$ cat src/rtl/core/mbph_pkg.sv
// ----------------------------------------------------------------------------
// mbph_pkg
// Types and codes shared by the press and hold detector modules.
// ----------------------------------------------------------------------------
package mbph_pkg;

    // Field widths of the item and status channels.
    localparam int KIND_W   = 2;
    localparam int TOUCH_W  = 8;
    localparam int TIME_W   = 32;
    localparam int DUR_W    = 16;
    localparam int BTN_W    = 3;
    localparam int CFG_IDX_W = 2;

    // Item kinds.
    localparam logic [KIND_W-1:0] KIND_TICK  = 2'd0;
    localparam logic [KIND_W-1:0] KIND_READ  = 2'd1;
    localparam logic [KIND_W-1:0] KIND_RESET = 2'd2;

    // Configuration register indexes.
    localparam logic [CFG_IDX_W-1:0] CFG_HELD_THR  = 2'd0;
    localparam logic [CFG_IDX_W-1:0] CFG_START_THR = 2'd1;

    // Reset values of the thresholds.
    localparam logic [DUR_W-1:0] HELD_THR_RST  = 16'd1000;
    localparam logic [DUR_W-1:0] START_THR_RST = 16'd500;

    // Command to one button lane for the current item.
    typedef struct packed {
        logic tick;
        logic clear;
        logic rd_clr;
    } lane_cmd_t;

    // Status of one button lane.
    typedef struct packed {
        logic pressed_released;
        logic started_held;
        logic latched_held;
        logic held_cur;
        logic held_upd;
    } lane_stat_t;

endpackage

$ cat src/rtl/core/multi_button_press_hold_detector.sv
// A tick or reset item takes effect in the cycle after it is accepted. A read item shows
// its first status item the cycle after acceptance, then one per cycle unless stalled.
// Throughput: one tick or reset item per cycle; a read produces BUTTONS status items,
// limited by the single status buffer, and a new read is taken with the final one.
// Reset: all flags clear, thresholds load 1000 and 500; no clearing pass is needed.
// ----------------------------------------------------------------------------
// multi_button_press_hold_detector
// Per-button lanes track press, hold and release; the top merges the held
// state of all lanes and feeds read snapshots to the status buffer.
// ----------------------------------------------------------------------------
module multi_button_press_hold_detector #(
    parameter int BUTTONS = 8
)
(
    input  logic                           clk,
    input  logic                           rst_n,
    input  logic                           item_valid,
    output logic                           item_stall,
    input  logic [mbph_pkg::KIND_W-1:0]    kind,
    input  logic [mbph_pkg::TOUCH_W-1:0]   touched,
    input  logic [mbph_pkg::TIME_W-1:0]    now_ms,
    output logic                           status_valid,
    input  logic                           status_stall,
    output logic [mbph_pkg::BTN_W-1:0]     button,
    output logic                           pressed_released,
    output logic                           started_held,
    output logic                           held,
    output logic [mbph_pkg::DUR_W-1:0]     held_duration_ms,
    output logic                           last,
    input  logic                           cfg_valid,
    output logic                           cfg_ready,
    input  logic [mbph_pkg::CFG_IDX_W-1:0] cfg_index,
    input  logic [mbph_pkg::DUR_W-1:0]     cfg_data
);

    logic                       lockout_reg, lockout_next;
    logic [mbph_pkg::DUR_W-1:0] held_thr_reg, held_thr_next;
    logic [mbph_pkg::DUR_W-1:0] start_thr_reg, start_thr_next;
    logic                       acc;
    logic                       tick_acc;
    logic                       read_acc;
    logic                       rst_acc;
    logic                       out_free;
    mbph_pkg::lane_cmd_t        cmd;
    logic [BUTTONS-1:0]         touch_vec;
    logic [BUTTONS-1:0]         held_cur;
    logic [BUTTONS-1:0]         held_upd;
    logic [BUTTONS-1:0]         other_held;
    logic [BUTTONS-1:0]         pr_vec;
    logic [BUTTONS-1:0]         sh_vec;
    logic [BUTTONS-1:0]         lh_vec;
    logic [mbph_pkg::DUR_W-1:0] ldur [BUTTONS];
    logic [mbph_pkg::DUR_W-1:0] snap_dur [BUTTONS];
    mbph_pkg::lane_stat_t       stat [BUTTONS];

    // Item handshake: only a read waits, and only for the status buffer.
    assign item_stall = (kind == mbph_pkg::KIND_READ) && !out_free;
    assign acc        = item_valid && !item_stall;
    assign tick_acc   = acc && (kind == mbph_pkg::KIND_TICK);
    assign read_acc   = acc && (kind == mbph_pkg::KIND_READ);
    assign rst_acc    = acc && (kind == mbph_pkg::KIND_RESET);

    assign cmd.tick   = tick_acc && !lockout_reg;
    assign cmd.clear  = rst_acc;
    assign cmd.rd_clr = read_acc;

    // Lockout holds off ticks after a reset command until all buttons are up.
    always_comb
    begin
        lockout_next = lockout_reg;
        if (rst_acc)
        begin
            lockout_next = 1'b1;
        end
        else if (tick_acc && lockout_reg && !(|touch_vec))
        begin
            lockout_next = 1'b0;
        end
    end

    // Configuration writes; indexes past the list are dropped.
    assign cfg_ready = 1'b1;
    always_comb
    begin
        held_thr_next  = held_thr_reg;
        start_thr_next = start_thr_reg;
        if (cfg_valid)
        begin
            unique case (cfg_index)
                mbph_pkg::CFG_HELD_THR:  held_thr_next  = cfg_data;
                mbph_pkg::CFG_START_THR: start_thr_next = cfg_data;
                default:                 ;
            endcase
        end
    end

    always_ff @(posedge clk or negedge rst_n)
    begin
        if (!rst_n)
        begin
            lockout_reg   <= 1'b0;
            held_thr_reg  <= mbph_pkg::HELD_THR_RST;
            start_thr_reg <= mbph_pkg::START_THR_RST;
        end
        else
        begin
            lockout_reg   <= lockout_next;
            held_thr_reg  <= held_thr_next;
            start_thr_reg <= start_thr_next;
        end
    end

    // Button lanes.
    for (genvar i = 0; i < BUTTONS; i++)
    begin : g_lane
        if (i < mbph_pkg::TOUCH_W)
        begin : g_touch
            assign touch_vec[i] = touched[i];
        end
        else
        begin : g_none
            assign touch_vec[i] = 1'b0;
        end

        // Buttons are updated in index order: lower lanes show their new
        // held flag, higher lanes their flag from before the tick.
        localparam logic [BUTTONS:0] LO_MASK = (BUTTONS+1)'((64'd1 << i) - 64'd1);
        localparam logic [BUTTONS:0] HI_MASK = ~((BUTTONS+1)'((64'd1 << (i + 1)) - 64'd1));
        assign other_held[i] = |(held_upd & LO_MASK[BUTTONS-1:0])
                             | |(held_cur & HI_MASK[BUTTONS-1:0]);

        mbph_lane u_lane
        (
            .clk         (clk),
            .rst_n       (rst_n),
            .cmd         (cmd),
            .touch       (touch_vec[i]),
            .now_lo      (now_ms[mbph_pkg::DUR_W-1:0]),
            .held_thr    (held_thr_reg),
            .start_thr   (start_thr_reg),
            .other_held  (other_held[i]),
            .stat        (stat[i]),
            .latched_dur (ldur[i])
        );

        assign held_cur[i] = stat[i].held_cur;
        assign held_upd[i] = stat[i].held_upd;
        assign pr_vec[i]   = stat[i].pressed_released;
        assign sh_vec[i]   = stat[i].started_held;
        assign lh_vec[i]   = stat[i].latched_held;
        assign snap_dur[i] = stat[i].latched_held ? ldur[i] : '0;
    end

    // Status buffer.
    mbph_out #(
        .BUTTONS (BUTTONS)
    ) u_out
    (
        .clk              (clk),
        .rst_n            (rst_n),
        .load             (read_acc),
        .pr_in            (pr_vec),
        .sh_in            (sh_vec),
        .lh_in            (lh_vec),
        .dur_in           (snap_dur),
        .free             (out_free),
        .status_valid     (status_valid),
        .status_stall     (status_stall),
        .button           (button),
        .pressed_released (pressed_released),
        .started_held     (started_held),
        .held             (held),
        .held_duration_ms (held_duration_ms),
        .last             (last)
    );

endmodule

$ cat src/rtl/core/mbph_lane.sv
// ----------------------------------------------------------------------------
// mbph_lane
// State and update logic of one touch button.
// ----------------------------------------------------------------------------
module mbph_lane
(
    input  logic                       clk,
    input  logic                       rst_n,
    input  mbph_pkg::lane_cmd_t        cmd,
    input  logic                       touch,
    input  logic [mbph_pkg::DUR_W-1:0] now_lo,
    input  logic [mbph_pkg::DUR_W-1:0] held_thr,
    input  logic [mbph_pkg::DUR_W-1:0] start_thr,
    input  logic                       other_held,
    output mbph_pkg::lane_stat_t       stat,
    output logic [mbph_pkg::DUR_W-1:0] latched_dur
);

    logic                       down_reg, down_next;
    logic                       held_reg, held_next;
    logic                       sh_reg, sh_next;
    logic                       pr_reg, pr_next;
    logic                       lh_reg, lh_next;
    logic [mbph_pkg::DUR_W-1:0] stamp_reg, stamp_next;
    logic [mbph_pkg::DUR_W-1:0] ldur_reg, ldur_next;
    logic [mbph_pkg::DUR_W-1:0] dur;

    // Only the low 16 bits of the stamp matter for a 16-bit wrapped duration.
    assign dur = now_lo - stamp_reg;

    // Next state of the button for the current item.
    always_comb
    begin
        down_next  = down_reg;
        held_next  = held_reg;
        sh_next    = sh_reg;
        pr_next    = pr_reg;
        lh_next    = lh_reg;
        stamp_next = stamp_reg;
        ldur_next  = ldur_reg;
        if (cmd.clear)
        begin
            down_next = 1'b0;
            held_next = 1'b0;
            sh_next   = 1'b0;
            pr_next   = 1'b0;
            lh_next   = 1'b0;
        end
        else if (cmd.rd_clr)
        begin
            lh_next = 1'b0;
        end
        else if (cmd.tick)
        begin
            if (touch)
            begin
                if (down_reg)
                begin
                    if (dur > held_thr)
                    begin
                        held_next = 1'b1;
                    end
                    if (dur > start_thr)
                    begin
                        sh_next = 1'b1;
                    end
                end
                else
                begin
                    down_next  = 1'b1;
                    stamp_next = now_lo;
                end
            end
            else
            begin
                // A release counts only when no button is held at that point.
                if (!other_held && !held_reg && down_reg)
                begin
                    pr_next = 1'b1;
                end
                down_next = 1'b0;
                held_next = 1'b0;
                sh_next   = 1'b0;
            end
            if (held_next)
            begin
                lh_next   = 1'b1;
                ldur_next = dur;
            end
        end
    end

    // Flag registers.
    always_ff @(posedge clk or negedge rst_n)
    begin
        if (!rst_n)
        begin
            down_reg <= 1'b0;
            held_reg <= 1'b0;
            sh_reg   <= 1'b0;
            pr_reg   <= 1'b0;
            lh_reg   <= 1'b0;
        end
        else
        begin
            down_reg <= down_next;
            held_reg <= held_next;
            sh_reg   <= sh_next;
            pr_reg   <= pr_next;
            lh_reg   <= lh_next;
        end
    end

    // Time stamp and latched duration.
    always_ff @(posedge clk)
    begin
        stamp_reg <= stamp_next;
        ldur_reg  <= ldur_next;
    end

    assign stat.pressed_released = pr_reg;
    assign stat.started_held     = sh_reg;
    assign stat.latched_held     = lh_reg;
    assign stat.held_cur         = held_reg;
    assign stat.held_upd         = held_next;
    assign latched_dur           = ldur_reg;

endmodule

$ cat src/rtl/core/mbph_out.sv
// ----------------------------------------------------------------------------
// mbph_out
// Status buffer that takes a snapshot of all buttons and sends one item each.
// ----------------------------------------------------------------------------
module mbph_out #(
    parameter int BUTTONS = 8
)
(
    input  logic                       clk,
    input  logic                       rst_n,
    input  logic                       load,
    input  logic [BUTTONS-1:0]         pr_in,
    input  logic [BUTTONS-1:0]         sh_in,
    input  logic [BUTTONS-1:0]         lh_in,
    input  logic [mbph_pkg::DUR_W-1:0] dur_in [BUTTONS],
    output logic                       free,
    output logic                       status_valid,
    input  logic                       status_stall,
    output logic [mbph_pkg::BTN_W-1:0] button,
    output logic                       pressed_released,
    output logic                       started_held,
    output logic                       held,
    output logic [mbph_pkg::DUR_W-1:0] held_duration_ms,
    output logic                       last
);

    localparam int CW = (BUTTONS > 1) ? $clog2(BUTTONS) : 1;

    logic                       busy_reg, busy_next;
    logic [CW-1:0]              cnt_reg, cnt_next;
    logic [BUTTONS-1:0]         pr_reg, pr_next;
    logic [BUTTONS-1:0]         sh_reg, sh_next;
    logic [BUTTONS-1:0]         lh_reg, lh_next;
    logic [mbph_pkg::DUR_W-1:0] dur_reg [BUTTONS];
    logic [mbph_pkg::DUR_W-1:0] dur_shift [BUTTONS];
    logic                       take;
    logic                       at_last;

    assign at_last = (cnt_reg == CW'(BUTTONS - 1));
    assign take    = busy_reg && !status_stall;
    assign free    = !busy_reg || (take && at_last);

    // Snapshot shift line: the head entry is the button being sent.
    for (genvar k = 0; k < BUTTONS; k++)
    begin : g_shift
        if (k == BUTTONS - 1)
        begin : g_end
            assign dur_shift[k] = '0;
        end
        else
        begin : g_mid
            assign dur_shift[k] = dur_reg[k+1];
        end
    end

    // Sequencing of the status items.
    always_comb
    begin
        busy_next = busy_reg;
        cnt_next  = cnt_reg;
        pr_next   = pr_reg;
        sh_next   = sh_reg;
        lh_next   = lh_reg;
        if (load)
        begin
            busy_next = 1'b1;
            cnt_next  = '0;
            pr_next   = pr_in;
            sh_next   = sh_in;
            lh_next   = lh_in;
        end
        else if (take)
        begin
            pr_next = pr_reg >> 1;
            sh_next = sh_reg >> 1;
            lh_next = lh_reg >> 1;
            if (at_last)
            begin
                busy_next = 1'b0;
            end
            else
            begin
                cnt_next = cnt_reg + CW'(1);
            end
        end
    end

    // Control registers.
    always_ff @(posedge clk or negedge rst_n)
    begin
        if (!rst_n)
        begin
            busy_reg <= 1'b0;
            cnt_reg  <= '0;
        end
        else
        begin
            busy_reg <= busy_next;
            cnt_reg  <= cnt_next;
        end
    end

    // Snapshot registers.
    always_ff @(posedge clk)
    begin
        pr_reg <= pr_next;
        sh_reg <= sh_next;
        lh_reg <= lh_next;
        for (int k = 0; k < BUTTONS; k++)
        begin
            if (load)
            begin
                dur_reg[k] <= dur_in[k];
            end
            else if (take)
            begin
                dur_reg[k] <= dur_shift[k];
            end
        end
    end

    assign status_valid     = busy_reg;
    assign button           = mbph_pkg::BTN_W'(cnt_reg);
    assign pressed_released = pr_reg[0];
    assign started_held     = sh_reg[0];
    assign held             = lh_reg[0];
    assign held_duration_ms = dur_reg[0];
    assign last             = at_last;

endmodule

$ cat config.mk
export PLATFORM = sky130hd
export DESIGN_NAME = multi_button_press_hold_detector
export DESIGN_NICKNAME = d
export VERILOG_FILES = /design/src/rtl/core/mbph_pkg.sv /design/src/rtl/core/multi_button_press_hold_detector.sv /design/src/rtl/core/mbph_lane.sv /design/src/rtl/core/mbph_out.sv
export SDC_FILE = /design/constraint.sdc
export NUM_CORES = 1
export LEC_CHECK = 0
export ABC_AREA = 1
export ABC_CLOCK_PERIOD_IN_PS = 8800
export BUFFER_PORTS_ARGS = -buffer_cell sky130_fd_sc_hd__buf_4
export CELL_PAD_IN_SITES_DETAIL_PLACEMENT = 1
export CELL_PAD_IN_SITES_GLOBAL_PLACEMENT = 1
export CORE_MARGIN = 3
export CORE_UTILIZATION = 54
export DETAILED_ROUTE_END_ITERATION = 10
export PLACE_DENSITY = 0.95
export REMOVE_ABC_BUFFERS = 1
export SETUP_SLACK_MARGIN = 0.5
export SLEW_MARGIN = 10
export SYNTH_ARGS = -nofsm -noshare
export SYNTH_HDL_FRONTEND = slang
export SYNTH_SLANG_ARGS = --single-unit
$ cat constraint.sdc
create_clock -name clk -period 8.8 [get_ports clk]
set_input_delay 1.32 -clock clk [delete_from_list [all_inputs] [get_ports clk]]
set_output_delay 1.32 -clock clk [all_outputs]
set_load 0.01 [all_outputs]
# Word-level counts from Yosys, hierarchy flattened
# Memories as Yosys holds them, arrays and structs flattened.
# Index checks and enable logic that the tools add are counted.
dict set report classes {
  n_addsub 9
  order_cmp 16
  eq_ne 30
  muxes 259
  bitwise 24
  reduce_logical 130
}
# op n
set op_table {}
lappend op_table {{$gt 16x16->1} 16}
lappend op_table {{$mux 16} 16}
lappend op_table {{$mux 1} 234}
lappend op_table {{$sub 16x16->16} 8}
lappend op_table {{$reduce_and 4->1} 24}
lappend op_table {{$mux 8} 6}
lappend op_table {{$ne 3x1->1 const B} 16}
lappend op_table {{$reduce_and 5->1} 8}
lappend op_table {{$reduce_bool 3->1} 9}
lappend op_table {{$logic_and 1x1->1} 26}
lappend op_table {{$reduce_and 2->1} 13}
lappend op_table {{$reduce_bool 2->1} 12}
lappend op_table {{$logic_not 1->1} 22}
lappend op_table {{$ne 2x1->1 const B} 9}
lappend op_table {{$or 1x1->1} 14}
lappend op_table {{$reduce_or 7->1} 2}
lappend op_table {{$reduce_or 6->1} 2}
lappend op_table {{$not 1->1} 10}
lappend op_table {{$reduce_or 5->1} 2}
lappend op_table {{$mux 3} 3}
lappend op_table {{$reduce_or 4->1} 2}
lappend op_table {{$reduce_or 8->1} 1}
lappend op_table {{$reduce_or 3->1} 2}
lappend op_table {{$eq 2x1->1 const B} 2}
lappend op_table {{other kinds (7)} 9}
dict set report word_totals {
  register_bits 357
  ram_bits 128
  input_bits 65
  out_inout_bits 26
  mem_count 1
}
# memory words width read_ports rd_ports_with_merged_regs write_ports line_no
set memory_table {}
lappend memory_table {u_out.dur_reg 8 16 8 0 8 mbph_out.sv:34} ;# logic [mbph_pkg::DUR_W-1:0] dur_reg [BUTTONS];

# Longest topological paths before layout
# Gate-level depths: netlist (run 1).
dict set report depth {
  ltp_word 26
  mapped_depth 32
  ltp_nobuf 32
}

# Cells and area by module
# A second synthesis (run 1) with hierarchy kept.
dict set report hier_totals {
  cells_unflattened 3808
  hier_area_um2 32560.0
}
# mod instances cells_per_inst area_each_um2 seq_area_each_um2
set by_module_without_submodules {}
lappend by_module_without_submodules {{mbph_lane at g_lane[0].u_lane ...} 6 336 2864.0 1086.0}
lappend by_module_without_submodules {mbph_out 1 680 7016.7 4664.5}
lappend by_module_without_submodules {{mbph_lane at g_lane[7].u_lane} 1 339 2915.3 1086.0}
lappend by_module_without_submodules {{mbph_lane at g_lane[2].u_lane} 1 337 2875.3 1086.0}
lappend by_module_without_submodules {multi_button_press_hold_detector 1 436 2568.7 840.8}

# Worst setup path after synthesis (run 1)
# No wires, ideal clock.
dict set report synth_path {
  path_type {in2reg}
  startpoint {input status_stall}
  endpoint {memory u_out.dur_reg[0][0] (netlist name) (enable)}
  arrival_time_ns 4.485
  path_slack_ns 3.050
  stages 6
  path_buffers 1
  path_cell_list {nor2_4 -> a21oi_1 -> inv_2 -> nand2_2 -> buf_1 -> nand2_1}
}
# item line_no
set synth_lines {}
lappend synth_lines {{from (decl)} multi_button_press_hold_detector.sv:23} ;# input logic status_stall,
lappend synth_lines {{to (decl)} mbph_out.sv:34}

# Worst setup path in the final report (run 1)
dict set report layout_path {
  startpoint {input now_ms[0] (netlist name)}
  endpoint {register g_lane[1].u_lane.ldur_reg (netlist bit g_lane[1].u_lane.latched_dur[2]) (enable)}
}
dict set report layout_via {
  elab_chain_len 9
}
# item line_no
set layout_lines {}
lappend layout_lines {{from (decl)} multi_button_press_hold_detector.sv:21} ;# input logic [mbph_pkg::TIME_W-1:0] now_ms,
lappend layout_lines {{$sub 16x16->16} mbph_lane.sv:29} ;# assign dur = now_lo - stamp_reg;
lappend layout_lines {{net g_lane[1].u_lane.dur, one bit} mbph_lane.sv:26} ;# logic [mbph_pkg::DUR_W-1:0] dur;
lappend layout_lines {{$gt 16x16->1} mbph_lane.sv:59} ;# if (dur > held_thr)
lappend layout_lines {{$mux 1} mbph_lane.sv:59}
lappend layout_lines {{$mux 1} mbph_lane.sv:57} ;# if (down_reg)
lappend layout_lines {{$mux 1} mbph_lane.sv:55} ;# if (touch)
lappend layout_lines {{$mux 1} mbph_lane.sv:53} ;# else if (cmd.tick)
lappend layout_lines {{$mux 1} mbph_lane.sv:49} ;# else if (cmd.rd_clr)
lappend layout_lines {{$mux 1} mbph_lane.sv:41} ;# if (cmd.clear)
lappend layout_lines {{$reduce_and 4->1 (no source line)} --}
lappend layout_lines {{to (signal assigned)} mbph_lane.sv:118} ;# ldur_reg <= ldur_next;
lappend layout_lines {{to (decl)} mbph_lane.sv:25} ;# logic [mbph_pkg::DUR_W-1:0] ldur_reg, ldur_next;
# The timed path passes the listed nets, and every way through them passes these cells. The select of a mux whose other input is x is not followed.
# A chain may end at the register's enable or synchronous reset.

==> metrics.md, run 1 <==
| Metric | Value |
|---|---|
| Post-CTS Setup Bufs | 0 |
| Crit path capture type | flip-flop |
| Routed vias | 25,300 |
| DRT iter0 DRCs | 2,738 |
| Clock Path Buffers | 3 |
| Synth Warn # | 0 |
| Syn_area_per_cell | 9.66 µm² |
| Post-synth ARST share | approximately 16% |
| Crit Path Class | primary input to flip-flop |
| Worst skew pair latency | 0.64 ns |
| Syn Inst Count | slightly above 3,000 |
| Worst Tran Pin Value | around 1.3 ns |
| Area growth, synth to finish | 9.58% |
| Sequential-to-total area share from yosys stat | between 40% and 50% |
| Initial Utilization | between 50% and 60% |
| Reg-to-reg setup timing slack | around 3.8 ns |
| Die width | around 240 µm |
| Max-slew violations | 0 |
| Commonest non-fill, non-tap cells in the layout | 524 x nand2_1, 439 x inv_1, 408 x edfxtp_1, 378 x ha_1, 277 x nand3_1 |
| CTS tree | built |
| Root buffer cell | clkbuf_16 |
| Vias in the first global route | ~27,000 |
| Post-cts resize count | 0 |
| Post-synth cell types | 54 |
| DRT antenna net count | 0 |
| Final setup violation count | 0 |
| Hold WC Path Type | flip-flop to flip-flop |
| Commonest non-fill, non-tap cell in the layout | nand2_1 |
| First-pass GRT wire length | between 150,000 and 200,000 µm |
| GRT Total Usage | a little under two fifths |
| Status | finished clean |
| Wire length per cell | around 28 µm |
| Synth Area in Adders | between 15 and 20% |
| Simple-Gate Fraction of Synth Area | approximately 15% |
| Final TNS setup | 0 ns |
| Filler instances | 5,959 |
| Most used DFF post-synth | edfxtp_1 |
| Nets | 3,581 |
| Die height | ~240 µm |
| Post-DP HPWL | 72,400 µm |
| Post-synthesis mux area share | 0% |
| Period minus WS final | 5.83 ns |
| # clock sinks | 485 |
| Crit path launch type | primary input |
| Worst Path Max Fanout | 16 |
| Pin count of the biggest net entering global routing | 83 |
| I/O pin total | 91 |
| Hold_buf cts | 0 |
| Detailed Route WL | 107,000 µm |
| Max Cap Viol | 0 |
| RSZ-0062 raised after global routing | no |
| H-tree Lvls | 2 |
| Post-synthesis instance area | around 0.030 mm² |
| Post-synth EDFFs | ~410 |
| Clock slew at reported path FFs | 0.06 ns |
| Drt via density | 6.53 |
| Req. time, crit path | around 9.1 ns |
| Max frequency | between 0.15 and 0.2 GHz |
| Power Density | between 200 and 250 mW/mm² |
| Layout cells sized above 1 | 8.00% |
| Arrival time worst endpoint | about 6.1 ns |
| Die area | 0.0577 mm² |
| Compound-Gate Fraction of Synth Area | 9.72% |
| Worst VDD drop | approximately 150 µV |
| Antenna violations before repair | 0 |
| Initial DRT Pass Iterations | 6 |
| CTS buffer count | 54 |
| Power Total | slightly above 7 mW |
| DRC | 0 |
| P_leak | around 15 nW |
| Period utilisation layout | between 60% and 70% |
| Worst Clk Skew | around 0.040 ns |
| Overflow after GRT | 0 |
| Final Hold Viols | 0 |
| CORE AREA | about 0.054 mm² |
| Port buffer count | between 70 and 80 |
| Final GP Congestion | approximately 0.95 |
| Rows | 85 |
| Seq cells post-synth | roughly 490 |
| XOR/XNOR share of the synthesized area | under 10% |
| Largest family of logic cells by synthesized area | adder cells |
| Normalized max-slew margin | between 10 and 15% |
-- metrics by stage --
step | std cells | hold slack (ns) | util (%) | instance area, µm² | worst slack, ns
floorplan | 2983 | 0.449 | - | 29200 | 0.603
global placement | 3770 | 0.463 | 57.0 | 30800 | 2.98
detailed placement | 3770 | 0.473 | 57.0 | 30800 | 2.74
CTS | 3871 | 0.488 | 60.1 | 32500 | 3.26
global route | 3871 | 0.536 | 60.1 | 32500 | 2.88
finish | 3872 | 0.486 | 60.1 | 32500 | 2.97
-- synth_stat cells, types with 7 or more instances --
library cell	number	area share [%]
nand2_1	527	6.7
inv_1	439	5.6
edfxtp_1	408	41
ha_1	378	16
nand3_1	277	4.7
a21oi_1	242	4.1
nor2_1	147	1.9
o21ai_0	136	2.3
xor2_1	88	2.6
dfrtp_1	65	5.5
nand4_1	33	0.70
clkbuf_1	32	0.41
xnor2_1	28	0.83
buf_2	24	0.41
buf_4	19	0.48
nor3_1	19	0.32
nor4_1	13	0.27
dfstp_2	12	1.1
o21a_1	12	0.30
a31oi_1	11	0.23
nand2_2	11	0.23
inv_2	10	0.13
o21ai_2	10	0.30
a21o_1	9	0.23
buf_1	9	0.11
o21ai_1	9	0.15
a211oi_1	8	0.20
fa_1	8	0.54
o21bai_1	8	0.20
a31oi_2	7	0.30
o221ai_1	7	0.21
o31ai_1	7	0.18
-- path summary, 6_finish.rpt --
| check | startpoint | to | cells past startpoint |
|---|---|---|---|
| setup / recovery | now_ms[0] | g_lane[1].u_lane.latched_dur[2] | 20 |
| hold / removal | held_thr_reg[14] | held_thr_reg[14] | 2 |
| setup reg to reg | g_lane[1].u_lane.stamp_reg[0] | g_lane[1].u_lane.latched_dur[2] | 18 |
| hold reg to reg | held_thr_reg[14] | held_thr_reg[14] | 2 |
| max in group asynchronous | rst_n | held_thr_reg[1] | 2 |
| min in group asynchronous | rst_n | g_lane[6].u_lane.lh_reg | 1 |
-- routing by layer --
metal	routed length [µm]	up-vias	track usage [%]
met4	7600	0	22.1
met5	0	-	0
li1	-	10700	-
met2	49500	1669	60.4
met1	39600	12400	45.6
met3	10500	579	7.66
-- layout make-up --
cell class              count  area, µm²  share of cell area, %
clock buffers              67       1440                   4.44
repair buffers             91        683                   2.10
clock inverters            34        229                  0.705
flip-flops and latches    485      14200                   43.7
well taps                 696        871                   2.68
inverters                 450       1690                   5.20
multi-input cells        2048      13400                   41.1
diodes                      1       2.50                0.00771
-- power by group --
part	total [mW]	internal, mW	leakage [nW]	switching [mW]
clock	2.22	1.22	0.815	1.00
sequential	2.94	2.83	4.79	0.116
combinational	1.98	0.597	9.21	1.38
total	7.15	4.64	14.8	2.50
-- critical path, cell delays in order --
cell	delay, ns
buf_4	0.18
inv_1	0.25
ha_1	0.36
fa_1	0.49
inv_1	0.10
a31oi_2	0.17
inv_2	0.10
a21oi_1	0.08
o21bai_1	0.41
a31oi_1	0.17
xor2_1	0.44
ha_1	0.23
nand4_1	0.17
nor2_1	0.51
nand2_1	0.11
nand2_1	0.08
nand2_1	0.08
nand2_1	0.07
nand2_1	0.08
inv_1	0.64
-- logic make-up (layout without fill, tap and decap cells) --
group | count (synthesis) | count (layout)
flops | 485 | 485
buf+inv | 534 | 642
simple gates | 1046 | 1046
fa+ha+maj | 386 | 386
compound gates | 499 | 499
xor+xnor | 116 | 116
other cells | 1 | 2
(Power assumes the default switching activity.)
==> inputs of run 2 (changes only) <==
ABC_AREA = 0   (was 1)
ABC_CLOCK_PERIOD_IN_PS = 5900   (was 8800)
CORE_UTILIZATION = 51   (was 54)
PLACE_DENSITY = 0.92   (was 0.95)
clock period = 5.9 ns   (was 8.8 ns; I/O delays follow)
==> run 2 against run 1 <==
- wire length is 10% lower
- total power is 49% higher
- synthesized cell count is 14% lower
- clock skew is 0.012 ns lower
- utilization is 1.5 points lower
- final cell count is 7.8% lower
- combinational power is 40% higher
- register-to-register slack worse by 2.9 ns
- cell area is 0.18% higher
- non-clock buffer count is 53 higher
- flip-flop and latch count stayed put
- setup slack worse by 2.3 ns
- critical endpoint is now g_lane[7].u_lane.pr_reg
==> metrics.md, run 2 <==
| Metric | Value |
|---|---|
| CTS tree | built |
| CORE AREA | 0.0555 mm² (+2.8%) |
| Synth top cells by count | 408 x edfxtp_1, 378 x ha_1, 341 x nand2_1 |
| I/O pin total | 91 (unchanged) |
| Top cells by area, synth | edfxtp_1 42%, ha_1 16%, dfrtp_1 5.6% |
| P_leak | 14.0 nW (-5.7%) |
| Final Hold Viols | 0 (unchanged) |
| Top-count cell post-synth | edfxtp_1 |
| Pre-CTS setup slack | -0.0762 ns (-2.82 ns) |
| Final GP Congestion | 0.978 (+3.0%) |
| Worst Clk Skew | 0.0282 ns (-0.0120 ns) |
| Post-DP HPWL | 71,900 µm (-0.69%) |
| Crit path launch type | primary input |
| Overflow after GRT | 0 (unchanged) |
| Worst Tran Pin Value | 1.23 ns (-0.0718 ns) |
| Share of the synthesized area in the top cell type | 42.5% (+1.1 points) |
| # clock sinks | 485 (unchanged) |
| Syn Inst Count | 2,645 (-14%) |
| Dominant cell type by area after synthesis | edfxtp_1 |
| Final TNS setup | 0 ns (unchanged) |
| Crit path capture type | flip-flop |
| Routed vias | 22,100 (-13%) |
| RSZ-0062 raised after global routing | yes |
| Final WS setup | 0.676 ns (-2.29 ns) |
| Post-route insts no fill | 3,571 (-7.8%) |
| Normalized max-slew margin | 18.1% (+5.6 points) |
| CTS buffer count | 54 (unchanged) |
| Rows | 86 (+1.2%) |
| Initial DRT Pass Iterations | 8 (+2) |
| First-pass GRT wire length | 144,000 µm (-11%) |
| Worst VDD drop | 359 µV (+130%) |
| Root buffer cell | clkbuf_16 |
| Sequential-to-total area share from yosys stat | 49.2% (+1.3 points) |
| Final hold slack | 0.251 ns (-0.234 ns) |
| Post-synth ARST share | 15.9% (unchanged) |
| Seq cells post-synth | 485 (unchanged) |
| Critical path, cell by cell | buf_4 -> clkinvlp_4 -> ha_1 -> inv_1 -> fa_1 -> a21o_1 -> a21oi_1 -> o21a_1 -> o31ai_1 -> o41ai_1 -> o21bai_1 -> a21oi_1 -> xnor2_1 -> ha_1 -> nor2b_1 -> o21ai_0 -> o21ai_0 -> a2111oi_0 -> nor3_2 -> buf_12 -> o31ai_2 |
| Crit path max-delay cell type | o41ai_1 |
| Worst skew pair latency | 0.64 ns (about the same) |
| Die area | 0.0595 mm² (+3.0%) |
| Power Total | 10.7 mW (+49%) |
| Die height | 244 µm (+1.5%) |
| Status | finished clean |
| Port buffer count | 73 (unchanged) |
| Post-synthesis instance area | 0.0289 mm² (-2.6%) |
| Antenna violations before repair | 1 (+1) |
| DRT iter0 DRCs | 2,015 (-26%) |
| DRC | 0 (unchanged) |
| Final setup violation count | 0 (unchanged) |
| Area growth, synth to finish | 12.7% |
| Max Cap Viol | 0 (unchanged) |
| Worst Path Max Fanout | 19 (+3) |
| Commonest non-fill, non-tap cell in the layout | edfxtp_1 |
| Max-slew violations | 0 (unchanged) |
| Synth Warn # | 0 (unchanged) |
| Post-CTS Setup Bufs | 0 (unchanged) |
| Drt via density | 6.19 (-5.3%) |
| Clock Path Buffers | 3 (unchanged) |
| Die width | 244 µm (+1.5%) |
| Clock slew at reported path FFs | 0.06 ns (about the same) |
| Detailed Route WL | 96,100 µm (-10%) |
| Most used DFF post-synth | edfxtp_1 |
| Initial Utilization | 52.0% (-2.9 points) |
| H-tree Lvls | 2 (unchanged) |
| Crit path largest cell delay | 0.52 ns (-0.12 ns) |
| Period minus WS final | 5.22 ns |
| DRT antenna net count | 0 (unchanged) |
| Wire length per cell | 26.9 µm (-2.8%) |
| Syn_area_per_cell | 10.9 µm² (+13%) |
| Arrival time worst endpoint | 5.77 ns (-0.31 ns) |
| Crit Path Class | primary input to flip-flop |
| Max frequency | 0.191 GHz |
| Placed cell count | 3,467 (-8.0%) |
| Nets | 3,227 (-9.9%) |
| Post-synth EDFFs | 408 (unchanged) |
| Layout cells sized above 1 | 11.7% (+3.7 points) |
| Vias in the first global route | 23,900 (-12%) |
| Period utilisation layout | between 80% and 90% |
| Hold WC Path Type | primary input to async pin |
| Post-synth cell types | 80 (+48%) |
| GRT Total Usage | 32.2% (-4.9 points) |
| Commonest non-fill, non-tap cells in the layout | 408 x edfxtp_1, 378 x ha_1, 341 x nand2_1, 208 x inv_1, 159 x nand3_1 |
| Pin count of the biggest net entering global routing | 114 (+37%) |
| Req. time, crit path | 6.44 ns (-2.61 ns) |
| Power Density | 328 mW/mm² (+49%) |
[run 2: repair_timing]
action | 4_1_cts | 5_1_grt
resized for setup | 0 | 8
endpoints found under the setup margin | 0 | 92
hold buffers | 0 | 0
[run 2: layout make-up]
class	instances	area, µm²
fillers	5930	23000
flip-flops and latches	485	14200
well taps	748	936
diodes	1	2.50
multi-input cells	1882	13600
clock inverters	33	314
inverters	209	788
repair buffers	144	1160
clock buffers	69	1500
[run 2: kinds of logic after synthesis]
logic type / share of synthesized area, %
AO/OA/AOI/OAI: 11.0
AND/OR/NAND/NOR: 14.1
XOR/XNOR: 3.37
adder cells (fa/ha/maj): 16.9
other: 0.0130
buffers and inverters: 3.84
flip-flops: 49.2
multiplexers: 1.48
[run 2: path summary, 6_finish.rpt]
kind                                                end  depth (start not counted)  slack [ns]                           from
worst max-delay path            g_lane[7].u_lane.pr_reg                         21        0.68                      now_ms[0]
worst min-delay path            g_lane[1].u_lane.lh_reg                          1        0.25                          rst_n
worst max register to register  g_lane[7].u_lane.pr_reg                         19        0.92  g_lane[6].u_lane.stamp_reg[0]
worst min register to register  g_lane[5].u_lane.pr_reg                          2        0.49        g_lane[5].u_lane.pr_reg
max in group asynchronous              held_thr_reg[11]                          2        4.58                          rst_n
min in group clk                       held_thr_reg[12]                          3        0.46                   cfg_data[12]
[run 2: power breakdown]
group | internal, mW | total (mW) | switching [mW]
Clock | 1.98 | 3.47 | 1.49
Combinational | 0.956 | 2.78 | 1.83
Sequential | 4.26 | 4.43 | 0.167
Total | 7.20 | 10.7 | 3.48
[run 2: per-layer routing]
layer  wire, µm  track usage (%)  vias up
met1      39200             42.1    11000
met4       4030             13.0        4
met3       7660             6.02      244
met2      45200             52.9      925
met5         68            0.654        -
li1           -                -     9903
[run 2: through the flow]
stage / utilization [%] / area [µm²]
2_1_floorplan: - / 28500
3_3_place_gp: 55.2 / 30600
3_5_place_dp: 55.2 / 30600
4_1_cts: 58.5 / 32500
5_1_grt: 58.6 / 32500
6_report: 58.6 / 32500
[run 2: worst max-delay path: cells and delay by family]
kind | cells | cell delay, ns
AO/OA/AOI/OAI | 11 | 2.70
XOR/XNOR | 1 | 0.32
adder cells (fa/ha/maj) | 3 | 1.00
buffers and inverters | 4 | 0.58
AND/OR/NAND/NOR | 2 | 0.28
==> inputs of run 3 (changes only) <==
CELL_PAD_IN_SITES_DETAIL_PLACEMENT = not set   (was 1)
CELL_PAD_IN_SITES_GLOBAL_PLACEMENT = not set   (was 1)
CORE_UTILIZATION = 62   (was 51)
CTS_BUF_LIST = sky130_fd_sc_hd__clkbuf_4   (was not set)
PLACE_DENSITY = 0.91   (was 0.92)
SLEW_MARGIN = not set   (was 10)
==> run 3 against run 2 <==
- flip-flop and latch count stayed put
- critical endpoint is now g_lane[0].u_lane.latched_dur[0]
- largest power group unchanged
- utilization grew 11 points
- maximum frequency is 1.3% higher
- critical path type unchanged
- wire length shrank 16%
- via count about the same
- critical path depth decreased by 3
- hold slack lost 0.050 ns
- global-route usage about the same
- clock-buffer cell count grew 96
- setup slack improved by 0.066 ns
- die area fell by 17%
==> metrics.md, run 3 (same netlist as run 2, synthesis figures left out) <==
| Metric | Value |
|---|---|
| Die height | 222 µm (-9.1%) |
| Crit path capture type | flip-flop |
| CP delay by family, top | compound AO/OA/AOI/OAI gates |
| Net Switching | 3.25 mW (-6.6%) |
| Sw frac | 32.8% (+0.20 points) |
| Hold_buf cts | 1 (+1) |
| Clock share of power | 29.5% (-3.0 points) |
| RSZ-0062 raised after global routing | no |
| Port buffer count | 73 (unchanged) |
| Worst Tran Pin Value | 1.10 ns (-0.125 ns) |
| Period minus WS final | 5.16 ns (-0.0662 ns) |
| GRT Total Usage | 32.2% (+0.037 points) |
| Drt via density | 6.26 (+1.0%) |
| Initial DRT Pass Iterations | 6 (-2) |
| First-pass GRT wire length | 121,000 µm (-16%) |
| Crit path launch type | primary input |
| Die width | 222 µm (-9.1%) |
| Final GP Congestion | 0.979 (about the same) |
| Post-layout util | 70.0% (+11 points) |
| Nets | 3,279 (+1.6%) |
| Antenna violations before repair | 2 (+1) |
| Pin count of the biggest net entering global routing | 153 (+34%) |
| Final hold slack | 0.201 ns (-0.0496 ns) |
| Overflow after GRT | 0 (unchanged) |
| Period utilisation layout | 87.4% (-1.1 points) |
| P_leak | 14.0 nW (-0.14%) |
| Max frequency | 0.194 GHz (+1.3%) |
| Pre-CTS setup slack | -0.0170 ns (+0.0592 ns) |
| Crit path max-delay cell type | a311oi_2 |
| Worst Path Max Fanout | 17 (-2) |
| Crit path largest cell delay | 0.52 ns (about the same) |
| Worst skew pair latency | 0.92 ns (+0.28 ns) |
| Final Hold Viols | 0 (unchanged) |
| CTS buffer count | 120 (+120%) |
| P_int | 6.66 mW (-7.4%) |
| Layout cells sized above 1 | 13.8% (+2.2 points) |
| Post-CTS Setup Bufs | 0 (unchanged) |
| CORE AREA | 0.0457 mm² (-18%) |
| Final WS setup | 0.743 ns (+0.0662 ns) |
| Req. time, crit path | 6.44 ns (about the same) |
| # clock sinks | 485 (unchanged) |
| Power Density | 310 mW/mm² (-5.5%) |
| Status | finished clean |
| Post-DP HPWL | 60,200 µm (-16%) |
| Routed vias | 22,100 (+0.023%) |
| Clock slew at reported path FFs | 0.07 ns (about the same) |
| Wire length per cell | 22.7 µm (-16%) |
| Final setup violation count | 0 (unchanged) |
| Arrival time worst endpoint | 5.70 ns (-0.07 ns) |
| Worst Clk Skew | 0.0693 ns (+0.0410 ns) |
| Comb power frac | 26.0% (about the same) |
| Filler instances | 3,256 (-45%) |
| Die area | 0.0492 mm² (-17%) |
| Initial Utilization | 63.2% (+11 points) |
| Sequential share of power | 44.4% (+2.9 points) |
| CTS tree | built |
| Final TNS setup | 0 ns (unchanged) |
| DRT antenna net count | 0 (unchanged) |
| Commonest non-fill, non-tap cells in the layout | 408 x edfxtp_1, 378 x ha_1, 341 x nand2_1, 209 x inv_1, 165 x clkbuf_4 |
| Root buffer cell | clkbuf_4 |
| Clock Path Buffers | 3 (unchanged) |
| Worst VDD drop | 394 µV (+9.9%) |
| Max-slew violations | 0 (unchanged) |
| DRC | 0 (unchanged) |
| Hold WC Path Type | primary input to flip-flop |
| DRT iter0 DRCs | 2,446 (+21%) |
| Critical path, cell by cell | buf_4 -> inv_1 -> ha_1 -> fa_1 -> nor2b_1 -> o21ai_1 -> a21boi_1 -> o41ai_1 -> o21ai_1 -> or4_1 -> nand2_1 -> o311ai_0 -> ha_1 -> nand3_1 -> nor4_1 -> o21ai_0 -> a311oi_2 -> buf_4 |
| I/O pin total | 91 (unchanged) |
| Vias in the first global route | 21,700 (-9.1%) |
| Max Cap Viol | 0 (unchanged) |
| H-tree Lvls | 3 (+1) |
| Normalized max-slew margin | 26.4% (+8.3 points) |
| Commonest non-fill, non-tap cell in the layout | edfxtp_1 |
| Area growth, synth to finish | 10.8% |
| Rows | 78 (-9.3%) |
| Detailed Route WL | 80,300 µm (-16%) |
| Crit path buffers/inverters | 3 (-1) |
| Crit Path Class | primary input to flip-flop |
| Post-cts resize count | 0 (unchanged) |
==> run 3: changes by cell type in the layout (fill, tap and decap cells not counted), sizes merged <==
cell / delta
buf: -15
diode: +1
dlygate4sd3: +1
inv: +4
clkinv: +30
clkbuf: +96
clkinvlp: -5
==> run 3: per-layer routing <==
layer  global-route usage [%]  routed length, µm
met1                     44.2              32400
met4                     14.0               3370
met3                     7.16               8960
met5                        0                 13
met2                     49.8              35600
==> run 3: layout make-up <==
type                    count  area, µm²  share of cell area [%]
diodes                      2       5.00                  0.0157
clock buffers             165       1240                    3.88
clock inverters            62        374                    1.17
inverters                 209        785                    2.45
multi-input cells        1882      13600                    42.5
flip-flops and latches    485      14200                    44.4
well taps                 600        751                    2.35
repair buffers            130       1030                    3.22
==> run 3: path summary, 6_finish.rpt <==
path,end,startpoint,cells past startpoint,slack (ns)
max,g_lane[0].u_lane.latched_dur[0],now_ms[0],18,0.74
min,held_thr_reg[5],cfg_data[5],3,0.20
max reg2reg,g_lane[0].u_lane.latched_dur[0],g_lane[0].u_lane.stamp_reg[0],16,0.87
min reg2reg,u_out.dur_reg[0][52],u_out.dur_reg[1][4],2,0.48
max in group asynchronous,g_lane[4].u_lane.lh_reg,rst_n,3,4.31
min in group asynchronous,u_out.button[1],rst_n,2,0.53
==> run 3: metrics by stage <==
stage                     std cells  instance area [µm²]  total power, mW
after floorplan                2576                28500             6.07
after global placement         3305                30300             6.83
after detailed placement       3305                30300             6.98
after CTS                      3533                32000             9.90
after global routing           3534                32000             10.4
final                          3535                32000             9.91
==> run 3: worst register-to-register path, stage by stage, from the launching register on <==
cell and delay (ns):
edfxtp_1 0.38, ha_1 0.23, fa_1 0.45, nor2b_1 0.15
o21ai_1 0.09, a21boi_1 0.24, o41ai_1 0.13, o21ai_1 0.17
or4_1 0.16, nand2_1 0.09, o311ai_0 0.71, ha_1 0.27
nand3_1 0.09, nor4_1 0.42, o21ai_0 0.20, a311oi_2 0.52
buf_4 0.37
==> run 3: power groups by stage <==
stage               Sequential, mW  Clock [mW]  Combinational, mW
finish                        4.41        2.93               2.58
global route                  4.44        3.15               2.83
CTS                           4.41        2.97               2.53
detailed placement            4.47           0               2.51
global placement              4.46           0               2.37
floorplan                     4.49           0               1.58
